## config.mk

```make
export PLATFORM = sky130hd
export DESIGN_NAME = dsu_ctrl
export DESIGN_NICKNAME = d
export VERILOG_FILES = /design/src/rtl/dsu_pkg.sv /design/src/rtl/dsu_ctrl.sv
export SDC_FILE = /design/constraint.sdc
export NUM_CORES = 1
export LEC_CHECK = 0
export ABC_CLOCK_PERIOD_IN_PS = 1750
export BUFFER_PORTS_ARGS = -buffer_cell sky130_fd_sc_hd__buf_2
export CORE_AREA = 2 2 39 41
export CTS_BUF_LIST = sky130_fd_sc_hd__clkbuf_4 sky130_fd_sc_hd__clkbuf_8 sky130_fd_sc_hd__clkbuf_16
export CTS_CLUSTER_SIZE = 14
export DETAILED_ROUTE_END_ITERATION = 8
export DIE_AREA = 0 0 41 43
export PLACE_DENSITY = 0.7
export SKIP_LAST_GASP = 1
export SLEW_MARGIN = 20
export SYNTH_ARGS = -nofsm -noshare
export SYNTH_HDL_FRONTEND = slang
export SYNTH_SLANG_ARGS = --single-unit
```

## constraint.sdc

```tcl
create_clock -name aclk -period 1.75 [get_ports aclk]
set_input_delay 0.4375 -clock aclk [delete_from_list [all_inputs] [get_ports aclk]]
set_output_delay 0.4375 -clock aclk [all_outputs]
set_load 0.05 [all_outputs]
```

## src/rtl/dsu_pkg.sv

```systemverilog
// Shared types and constants of the disjoint-set block.
// Used by the controller, the datapath, the top level and the checker.
package dsu_pkg;

    localparam int ELEMENTS = 1024;
    localparam int IDX_W    = 10;
    localparam int SIZE_W   = 11;
    localparam int CMD_W    = 2;

    localparam logic [CMD_W-1:0] CMD_UNITE = 2'd0;
    localparam logic [CMD_W-1:0] CMD_QUERY = 2'd1;
    localparam logic [CMD_W-1:0] CMD_CLEAR = 2'd2;

    typedef logic [IDX_W-1:0]  idx_t;
    typedef logic [SIZE_W-1:0] size_t;

    typedef struct packed {
        logic [CMD_W-1:0] command;
        idx_t             first_index;
        idx_t             second_index;
    } in_item_t;

    typedef struct packed {
        logic  same_set;
        idx_t  root_of_first;
        size_t set_size;
        idx_t  set_min;
        idx_t  set_max;
    } out_item_t;

    typedef struct packed {
        logic  root;
        idx_t  parent;
        size_t count;
        idx_t  lo;
        idx_t  hi;
    } node_t;

    typedef enum logic [3:0] {
        ST_INIT_SWEEP,
        ST_IDLE,
        ST_DECODE,
        ST_CLR_SWEEP,
        ST_WALK_ISSUE,
        ST_WALK,
        ST_CMP_ISSUE,
        ST_CMP,
        ST_LINK_KEEP,
        ST_LINK_DROP,
        ST_DONE
    } dsu_state_t;

    typedef enum logic [3:0] {
        DP_IDLE,
        DP_SWEEP,
        DP_WALK_ISSUE,
        DP_WALK,
        DP_CMP_ISSUE,
        DP_CMP,
        DP_LINK_KEEP,
        DP_LINK_DROP,
        DP_PUBLISH
    } dp_op_t;

    typedef struct packed {
        dp_op_t op;
        logic   accept;
        logic   second;
    } dp_cmd_t;

    typedef struct packed {
        logic is_clear;
        logic is_bad;
        logic at_root;
        logic trivial;
        logic cmp_last;
        logic sweep_last;
        logic merge;
        logic out_free;
    } dp_status_t;

endpackage

```

## src/rtl/dsu_ctrl.sv

```systemverilog
// Controller state machine of the disjoint-set block.
// Depends on dsu_pkg; drives the datapath through dp_cmd_t and reads dp_status_t.
module dsu_ctrl import dsu_pkg::*; (
    input  logic       aclk,
    input  logic       aresetn,
    input  logic       s_valid,
    output logic       s_ready,
    input  dp_status_t status,
    output dp_cmd_t    cmd
);

    dsu_state_t state_reg, state_next;
    logic       side_reg, side_next;

    always_ff @(posedge aclk) begin
        if (!aresetn) begin
            state_reg <= ST_INIT_SWEEP;
            side_reg  <= 1'b0;
        end else begin
            state_reg <= state_next;
            side_reg  <= side_next;
        end
    end

    always_comb begin
        dsu_state_t after_find;
        after_find = side_reg ? (status.merge ? ST_LINK_KEEP : ST_DONE) : ST_WALK_ISSUE;
        state_next = state_reg;
        side_next  = side_reg;
        case (state_reg)
            ST_INIT_SWEEP: begin
                if (status.sweep_last) state_next = ST_IDLE;
            end
            ST_IDLE: begin
                if (s_valid) state_next = ST_DECODE;
            end
            ST_DECODE: begin
                side_next = 1'b0;
                if (status.is_clear) state_next = ST_CLR_SWEEP;
                else if (status.is_bad) state_next = ST_DONE;
                else state_next = ST_WALK_ISSUE;
            end
            ST_CLR_SWEEP: begin
                if (status.sweep_last) state_next = ST_DONE;
            end
            ST_WALK_ISSUE: begin
                state_next = ST_WALK;
            end
            ST_WALK: begin
                if (status.at_root) state_next = ST_CMP_ISSUE;
            end
            ST_CMP_ISSUE: begin
                if (status.trivial) begin
                    state_next = after_find;
                    side_next  = 1'b1;
                end else begin
                    state_next = ST_CMP;
                end
            end
            ST_CMP: begin
                if (status.cmp_last) begin
                    state_next = after_find;
                    side_next  = 1'b1;
                end
            end
            ST_LINK_KEEP: begin
                state_next = ST_LINK_DROP;
            end
            ST_LINK_DROP: begin
                state_next = ST_DONE;
            end
            ST_DONE: begin
                if (status.out_free) state_next = ST_IDLE;
            end
            default: begin
                state_next = ST_INIT_SWEEP;
            end
        endcase
    end

    always_comb begin
        s_ready    = 1'b0;
        cmd.op     = DP_IDLE;
        cmd.accept = 1'b0;
        cmd.second = side_reg;
        case (state_reg)
            ST_INIT_SWEEP: cmd.op = DP_SWEEP;
            ST_IDLE: begin
                s_ready    = 1'b1;
                cmd.accept = s_valid;
            end
            ST_DECODE:     cmd.op = DP_IDLE;
            ST_CLR_SWEEP:  cmd.op = DP_SWEEP;
            ST_WALK_ISSUE: cmd.op = DP_WALK_ISSUE;
            ST_WALK:       cmd.op = DP_WALK;
            ST_CMP_ISSUE:  cmd.op = DP_CMP_ISSUE;
            ST_CMP:        cmd.op = DP_CMP;
            ST_LINK_KEEP:  cmd.op = DP_LINK_KEEP;
            ST_LINK_DROP:  cmd.op = DP_LINK_DROP;
            ST_DONE:       cmd.op = DP_PUBLISH;
            default:       cmd.op = DP_IDLE;
        endcase
    end

endmodule

```

# Word level (Yosys, flattened, before mapping)
# Cells that the tools add are included.
[classes]
eq_ne = 17
mux = 18
reduce_logical = 5
[ops]
columns = ["op", "count"]
rows = [
  ["4-bit case mux with 11 select lines", 1],
  ["4-bit two-way mux", 10],
  ["4-bit case mux with 8 select lines", 1],
  ["4-bit by 3-bit equality test with 1-bit output (second input constant)", 4],
  ["2-bit != test (second input constant)", 7],
  ["4-bit equality test (second input constant)", 3],
  ["4-bit by 2-bit equality test with 1-bit output (second input constant)", 2],
  ["6-bit AND reduction", 1],
  ["4-bit by 1-bit equality test with 1-bit output (second input constant)", 1],
  ["4-bit zero test", 1],
  ["1-bit two-way mux", 4],
  ["1-bit case mux with 3 select lines", 1],
  ["3-bit AND reduction", 1],
  ["3-bit nonzero test", 1],
  ["2-bit two-way mux", 1],
  ["2-bit OR reduction", 1],
]
[word_totals]
regBits = 5
inputBits = 11
wordCells = 42

# Depth between registers and ports, before layout
# Gate-level depths: netlist (run 1).
[logic_depth]
depth_word = 4
mapped_depth = 6
depth_no_buf = 4

# Worst setup path before layout (run 1)
# Ideal clock, no wire load.
[synth_timing]
path_kind = "register to output"
start = "register state_reg[2]"
end = "output port cmd[2] (netlist bit)"
arrival_time_ns = 1.853
required_ns = 1.312
path_slack_ns = -0.541
stages_incl_launch_ff = 4
path_buffers = 1
path_cell_list = "dfxtp_1 > buf_6 > or3_4 > o21ai_0"
[synth_rtl]
columns = ["item", "line", "text"]
rows = [
  ["start: declaration", "dsu_ctrl.sv:12", "dsu_state_t state_reg, state_next;"],
  ["start signal: assignment", "dsu_ctrl.sv:20", "state_reg <= state_next;"],
  ["end: declaration", "dsu_ctrl.sv:9", "output dp_cmd_t cmd"],
]

==> results.yml, run 1 <==
outcome:
  status: "complete, no violations"
clock_tree:
  clock_path_buffers: 2
  path_clk_slew_ns: 0.05
  cts_setup_buffers: 0
  cts-root-buf: "clkbuf_4"
  clk_latency_ns: 0.26
  cts_sinks: 5
  ctsHtreeMaxLevel: 1
  cts_tree: "built"
  ctsHoldBuffers: 0
  cts_made_buffers: 3
yosys:
  yosysSeqAreaShare: 0.1728
  synth.area.top_cells: "dfxtp_1 17%, a32oi_4 4.8%, nand2_1 4.5%"
  netlist_instances: 67
  netlist_area_sq_um: 579.3
  ys_ff_latch: 5
  syn-num-nets: 78
  ys_types: 40
  synthArstFlopShare: 0
  synth_ff_type: "dfxtp_1"
  yosys_warnings: 0
  yosysTopAreaCell: "dfxtp_1"
  synth_edf_count: 0
  postSynthAreaPerCell_sq_um: 8.646
  yosysTopAreaCellShare: 0.1728
place:
  pre_cts_ws_ns: 0.1528
  io_buffers: 17
  dp_hpwl_mm: 1.105
  gp_congestion: 0.8152
  dp.cells: 102
  dpl_cell_area_sq_um: 694.4
global_route:
  grt_max_degree: 11
  grt_pass1_vias: 575
  grt_util_all_layers: 0.1956
  met2_usage: 0.3375
  grt_util_met3: 0.03141
  grt_pass1_wl_mm: 2.318
  grt-busiest-layer: "met2"
  use_met1: 0.2215
  antenna_found_initial: 0
  grt.overflow.total: 0
cells_and_area:
  final_area_sq_um: 759.5
  drive_gt1_frac: 0.5556
  final_net_count: 102
  antenna_cells: 0
  area_growth_pct: 31.10
  final_cells: 106
  largest_reg_flops: 4
timing:
  worst_pin_slew_ns: 0.3465
  tns_ns: 0
  period_share: 0.9941
  fin_crit_ns: 1.740
  max_freq_mhz: 574.8
  rsz0062_at_grt: "true"
  finalMaxSlewViolations: 0
  setup_ws_ns: 0.01030
  hold_viol: 0
  fin_skew_ns: 0.004640
  setup_violations: 0
  relSlewSlack: 0.7658
die:
  dieArea_sq_mm: 0.001763
  fp.coreArea_sq_mm: 0.001384
  die_y_microns: 43
  start_util: 0.4186
  ios: 18
  rows: 14
  dieWidth_microns: 41
worst_setup_path:
  crit_fanout: 6
  crit_type: "reg -> out"
  worst_ep_arrival_time_ns: 1.30
  endpoint_kind: "primary output"
  worstSetupStartpointType: "flop"
  crit_required_ns: 1.31
drt:
  drc: 0
  drt-initial-drc-count: 13
  totalWireLength_mm: 1.446
  ant_nets: 0
  vias_per_cell: 5.755
  wl_per_cell_microns: 13.64
  drt_pass1_iterations: 4
  num_vias: 610
power_and_ir_drop:
  vdd_drop_max_v: 0.0006098
  power_leakage_nw: 0.3300
  power_mw: 1.119
  p_per_area_mw_per_mm2: 1473
worst_hold_path:
  hold_class: "in -> reg"
run:
  cap_viol_max_count: 0
-- power by group --
part	internal, mW	switching [mW]	leakage, nW
Clock	0.102	0.0601	0.0184
Sequential	0.147	0.0472	0.0427
Combinational	0.343	0.419	0.269
-- per-stage QoR --
step / util / hold WS [ns]
CTS: 0.5326 / 0.5155
global placement: 0.5018 / 0.5751
finish: 0.5488 / 0.5097
detailed placement: 0.5018 / 0.6173
floorplan: - / 0.5483
global route: 0.5488 / 0.5394
-- per-layer routing --
| metal | part of all wire | vias up | routed length (microns) |
|---|---|---|---|
| met5 | 0 | - | 0 |
| met4 | 0.015 | 0 | 22 |
| met3 | 0.047 | 2 | 68 |
| met2 | 0.52 | 20 | 746 |
| met1 | 0.42 | 291 | 608 |
| li1 | - | 297 | - |
-- cell families (layout without fill, tap and decap cells) --
group	count (synthesis)	in the layout	synth area share
buffers and inverters	10	33	0.1231
AOI/OAI and AO/OA	23	23	0.3780
xor gates and xnor gates	1	1	0.01512
and+or+nand+nor	26	26	0.2743
muxes	2	2	0.03672
DFF	5	5	0.1728
-- what timing repair did --
item / CTS / global route
cloned: 0 / 0
endpoints found under the setup margin: 5 / 5
gates resized for setup: 6 / 10
endpoints found under the hold margin: 0 / 0
-- synthesized netlist by cell type (all sizes together) (2+ instances only) --
cell type and count:
nor2 6, nand3 2, o21ai 3, a21oi 2, nand2 7, inv 4
and2 2, dfxtp 5, buf 5, a221oi 3, nand3b 2
-- placed cells by master (no fill, tap or decap), types with 2 or more instances in the layout --
cell type	synthesis	layout
buf_2	1	12
nor2_1	6	4
a21oi_1	2	2
nand3_2	1	2
clkbuf_4	0	4
nand3b_1	2	2
and2_1	2	2
inv_1	4	4
buf_4	2	11
dfxtp_2	0	3
a221oi_1	3	3
nand2_1	7	7
nor2_2	0	2
buf_6	2	2
-- worst paths after layout --
kind              slack [ns]            to  depth (start not counted)    startpoint
setup / recovery        0.01        cmd[2]                          3  state_reg[1]
setup reg to reg        0.24  state_reg[2]                          5  state_reg[1]
hold reg to reg         0.63      side_reg                          2      side_reg
hold / removal          0.51  state_reg[2]                          3       aresetn
-- cell type report --
| cell class | count | area [sq um] |
|---|---|---|
| fill | 130 | 624.3 |
| multi-input combinational | 52 | 421.7 |
| sequential | 5 | 107.6 |
| tap | 16 | 20.02 |
| clock buffer | 4 | 30.03 |
| timing repair buffer | 25 | 165.2 |
| inverter | 4 | 15.01 |
-- worst max-delay path, cell delays in order, from the launching register on --
cell,delay (ns)
dfxtp_2,0.35
or3_4,0.40
o21ai_2,0.13
buf_6,0.17
No activity file was read; power rests on OpenSTA's default activity.
==> inputs of run 2 (changes only) <==
PLACE_DENSITY = 0.81   (was 0.7)
==> run 2 against run 1 <==
Clock power decreased by 4%. Global-route usage fell by 1.2 points. Critical path depth is the same. Power decreased by 2.6%. Largest power group unchanged. Cell area fell by 2.8%. Register-to-register slack lost 0.04 ns. Sequential share of layout area grew 0.41 points.
==> results.yml, run 2 (synthesis gave the netlist of run 1 again) <==
cells_and_area:
  final_area_sq_um: 738.2
  area_growth_pct: 27.43
  largest_reg_flops: 4
  drive_gt1_frac: 0.5287
  antenna_cells: 0
  layout_commonest_cell: "buf_2"
  final_net_count: 99
  n_fill_cell: 129
  final_cell_mix: "12 x buf_2, 7 x nand2_1, 6 x clkbuf_4"
die:
  dieWidth_microns: 41
  ios: 18
  die_y_microns: 43
  rows: 14
  dieArea_sq_mm: 0.001763
  start_util: 0.4186
  fp.coreArea_sq_mm: 0.001384
global_route:
  grt_pass1_vias: 524
  antenna_found_initial: 0
  grt_pass1_wl_mm: 2.145
  grt_max_degree: 12
  grt_util_all_layers: 0.1839
  grt.overflow.total: 0
worst_setup_path:
  endpoint_kind: "primary output"
  max_stage_delay_ns: 0.39
  crit_type: "reg -> out"
  worstSetupStartpointType: "flop"
  cp_slowest_cell: "or3_4"
  crit_chain: "or3_4 > o21ai_2 > buf_6"
  crit_fanout: 8
  crit_required_ns: 1.31
  worst_ep_arrival_time_ns: 1.30
  rrSetupSlack_ns: 0.20
clock_tree:
  cts_made_buffers: 3
  clock_path_buffers: 2
  ctsHtreeMaxLevel: 1
  cts_tree: "built"
  cts-root-buf: "clkbuf_4"
  cts_sinks: 5
  clk_latency_ns: 0.25
  path_clk_slew_ns: 0.05
place:
  pre_cts_ws_ns: 0.1323
  dpl_cell_area_sq_um: 664.4
  io_buffers: 17
  gp_congestion: 0.8496
  dp_hpwl_mm: 1.129
drt:
  ant_nets: 0
  num_vias: 584
  wl_per_cell_microns: 14.09
  drc: 0
  totalWireLength_mm: 1.451
  drt-initial-drc-count: 11
  vias_per_cell: 5.670
  drt_pass1_iterations: 6
power_and_ir_drop:
  power_leakage_nw: 0.3125
  vdd_drop_max_v: 0.0005862
  p_per_area_mw_per_mm2: 1476
  power_mw: 1.090
timing:
  fin_crit_ns: 1.739
  setup_violations: 0
  max_freq_mhz: 575.1
  hold_viol: 0
  period_share: 0.9937
  fin_skew_ns: 0.005486
  relSlewSlack: 0.8017
  finalMaxSlewViolations: 0
  setup_ws_ns: 0.01102
  rsz0062_at_grt: "true"
  worst_pin_slew_ns: 0.2892
worst_hold_path:
  hold_class: "in -> reg"
run:
  cap_viol_max_count: 0
outcome:
  status: "complete, no violations"
## run 2: cell count changes in the layout (fill, tap and decap cells not counted)
cell,before,now
buf_4,11,5
buf_6,2,3
clkbuf_4,4,6
nor2_1,4,5
nor2_2,2,1
o21ai_0,1,2
o21ai_1,1,0
## run 2: worst paths after layout
| path | depth (start not counted) | start | end |
|---|---|---|---|
| max | 3 | state_reg[1] | cmd[2] |
| min | 3 | aresetn | side_reg |
| min reg2reg | 2 | side_reg | side_reg |
| max reg2reg | 4 | state_reg[1] | state_reg[2] |
## run 2: area by class of cell
cell class | instances | area, sq um | share of cell area
well taps | 16 | 20.02 | 0.02712
inverters | 4 | 15.01 | 0.02034
clock buffers | 4 | 30.03 | 0.04068
flip-flops and latches | 5 | 107.6 | 0.1458
repair buffers | 22 | 146.4 | 0.1983
multi-input cells | 52 | 419.2 | 0.5678
## run 2: stage by stage
stage                 util  TNS (ns)  hold slack [ns]  instances
floorplan                -         0           0.5483         67
global placement    0.4801         0           0.5964         98
CTS                 0.5127  -0.05947           0.5032        102
global route        0.5335  -0.01680           0.5333        103
detailed placement  0.4801         0           0.6163         98
finish              0.5335         0           0.4973        103
## run 2: power by group
part           internal, mW  switching [mW]
sequential            0.151          0.0500
clock                 0.102          0.0552
combinational         0.319           0.412
## run 2: what timing repair did
item | CTS | global route
hold buffers | 0 | 0
gates resized for setup | 7 | 7
setup buffers | 0 | 1
endpoints found under the setup margin | 6 | 5
## run 2: metal layers
| layer | wire, microns | share of wire | vias to the layer above | track usage |
|---|---|---|---|---|
| met1 | 548 | 0.38 | 262 | 0.1742 |
| met4 | 47 | 0.032 | 0 | 0.1400 |
| li1 | - | - | 294 | - |
| met5 | 0 | 0 | - | 0 |
| met3 | 63 | 0.043 | 4 | 0.04712 |
| met2 | 791 | 0.55 | 24 | 0.3094 |
## run 2: worst max-delay path, delay by kind of cell (launching register included)
family / cells / cell delay, ns
buffers and inverters: 1 / 0.17
DFF: 1 / 0.36
AOI/OAI and AO/OA: 1 / 0.13
and+or+nand+nor: 1 / 0.39
==> inputs of run 3 (changes only) <==
==> constraint.sdc (replaced) <==
create_clock -name aclk -period 1.75 [get_ports aclk]
set_input_delay 0.4375 -clock aclk [delete_from_list [all_inputs] [get_ports aclk]]
set_output_delay 0.4375 -clock aclk [all_outputs]
set_load 0.005 [all_outputs]
==> run 3 against run 2 <==
Combinational power decreased by 20%. Setup slack improved by 0.050 ns. Maximum frequency increased by 3.0%. Via count increased by 6.3%. Clock power about the same. Clock-buffer cell count unchanged. Routed wire length increased by 7.4%. Global-route usage increased by 4.0 points. Critical endpoint unchanged. Highest routed layer unchanged.
==> results.yml, run 3 (synthesis gave the netlist of run 1 again) <==
outcome:
  status: "complete, no violations"
die:
  dieArea_sq_mm: 0.001763
  die_y_microns: 43
  fp.coreArea_sq_mm: 0.001384
  rows: 14
  start_util: 0.4186
  dieWidth_microns: 41
  ios: 18
drt:
  vias_per_cell: 5.971
  drt-initial-drc-count: 5
  drt_pass1_iterations: 4
  totalWireLength_mm: 1.559
  wl_per_cell_microns: 14.99
  drc: 0
  num_vias: 621
  ant_nets: 0
clock_tree:
  cts_tree: "built"
  cts_sinks: 5
  ctsHtreeMaxLevel: 1
  clk_latency_ns: 0.25
  cts_made_buffers: 3
  cts-root-buf: "clkbuf_4"
  clock_path_buffers: 2
  path_clk_slew_ns: 0.05
  ctsHoldBuffers: 0
timing:
  fin_skew_ns: 0.005894
  hold_viol: 0
  period_share: 0.9649
  finalMaxSlewViolations: 0
  whs_ns: 0.5056
  relSlewSlack: 0.7934
  tns_ns: 0
  fin_crit_ns: 1.689
  worst_pin_slew_ns: 0.3098
  max_freq_mhz: 592.2
  setup_violations: 0
cells_and_area:
  largest_reg_flops: 4
  final_cells: 104
  drive_gt1_frac: 0.5227
  final_area_sq_um: 721.9
  layout_commonest_cell: "buf_2"
  final_net_count: 100
  n_fill_cell: 138
  antenna_cells: 0
  area_growth_pct: 24.62
  final_cell_mix: "17 x buf_2, 7 x nand2_1, 6 x nor2_1, 6 x buf_4"
global_route:
  grt_util_all_layers: 0.2239
  grt_pass1_vias: 578
  antenna_found_initial: 0
  grt_max_degree: 15
  grt_pass1_wl_mm: 2.553
  grt.overflow.total: 0
worst_setup_path:
  crit_fanout: 3
  endpoint_kind: "primary output"
  worst_ep_arrival_time_ns: 1.25
  r2r_cells: 6
  r2r-end: "state_reg[2]"
  rrSetupSlack_ns: 0.11
  r2r-start: "state_reg[1]"
  crit_type: "reg -> out"
  crit_required_ns: 1.31
  cp-endpoint: "cmd[2]"
  cp-startpoint: "state_reg[1]"
  worstSetupStartpointType: "flop"
power_and_ir_drop:
  vdd_drop_max_v: 0.0004267
  p_per_area_mw_per_mm2: 1273
  power_leakage_nw: 0.3155
  power_uw: 919.0
place:
  dpl_cell_area_sq_um: 658.1
  gp_congestion: 0.8830
  io_buffers: 17
  dp.cells: 98
  dp_hpwl_mm: 1.088
worst_hold_path:
  hold_class: "in -> reg"
run:
  cap_viol_max_count: 0
-- run 3: cell count changes in the layout (fill, tap and decap cells not counted), sizes merged --
cell,delta
buf,+3
clkbuf,-2
-- run 3: what timing repair did --
item,in CTS,in global routing
endpoints found under the setup margin,1,1
resized for setup,4,5
pin swaps,0,1
setup buffers,2,0
-- run 3: power breakdown --
group	internal (mW)	switching (mW)	leakage, nW
logic	0.297	0.290	0.255
registers	0.148	0.0277	0.0425
clock network	0.102	0.0541	0.0184
total	0.547	0.372	0.315
-- run 3: metal layers --
layer  vias to the layer above  share of wire  GRT usage
met1                       291           0.38     0.2219
li1                        295              -          -
met5                         -              0          0
met4                         0          0.071     0.2333
met2                        25           0.50     0.3281
met3                        10          0.048    0.07330
-- run 3: worst min-delay path by stage --
stage	startpoint	end	slack, ns	cells after the start
3_5_place_dp	side_reg	side_reg	0.61	2
6_report	aresetn	side_reg	0.51	3
3_3_place_gp	side_reg	side_reg	0.59	2
2_1_floorplan	side_reg	side_reg	0.55	2
4_1_cts	aresetn	side_reg	0.50	3
5_1_grt	aresetn	side_reg	0.53	3
-- run 3: metrics by stage --
stage | worst slack [ns] | utilization
floorplan | 0.2739 | -
global placement | 0.2040 | 0.4756
detailed placement | 0.1625 | 0.4756
CTS | 0.02243 | 0.5127
global route | -0.004849 | 0.5217
finish | 0.06148 | 0.5217
-- run 3: layout make-up --
cell class	instances	area, sq um	share of cell area
Clock buffer	4	30.03	0.04159
Inverter	4	15.01	0.02080
Multi-Input combinational cell	52	420.4	0.5823
Sequential cell	5	106.4	0.1473
Tap cell	16	20.02	0.02773
Timing Repair Buffer	23	130.1	0.1802
-- run 3: worst max-delay path, cell delays in order, from the launching register on --
cell and delay [ns]:
dfxtp_4 0.34, or3_4 0.41, nand3_2 0.09, o21ai_2 0.05, buf_2 0.12
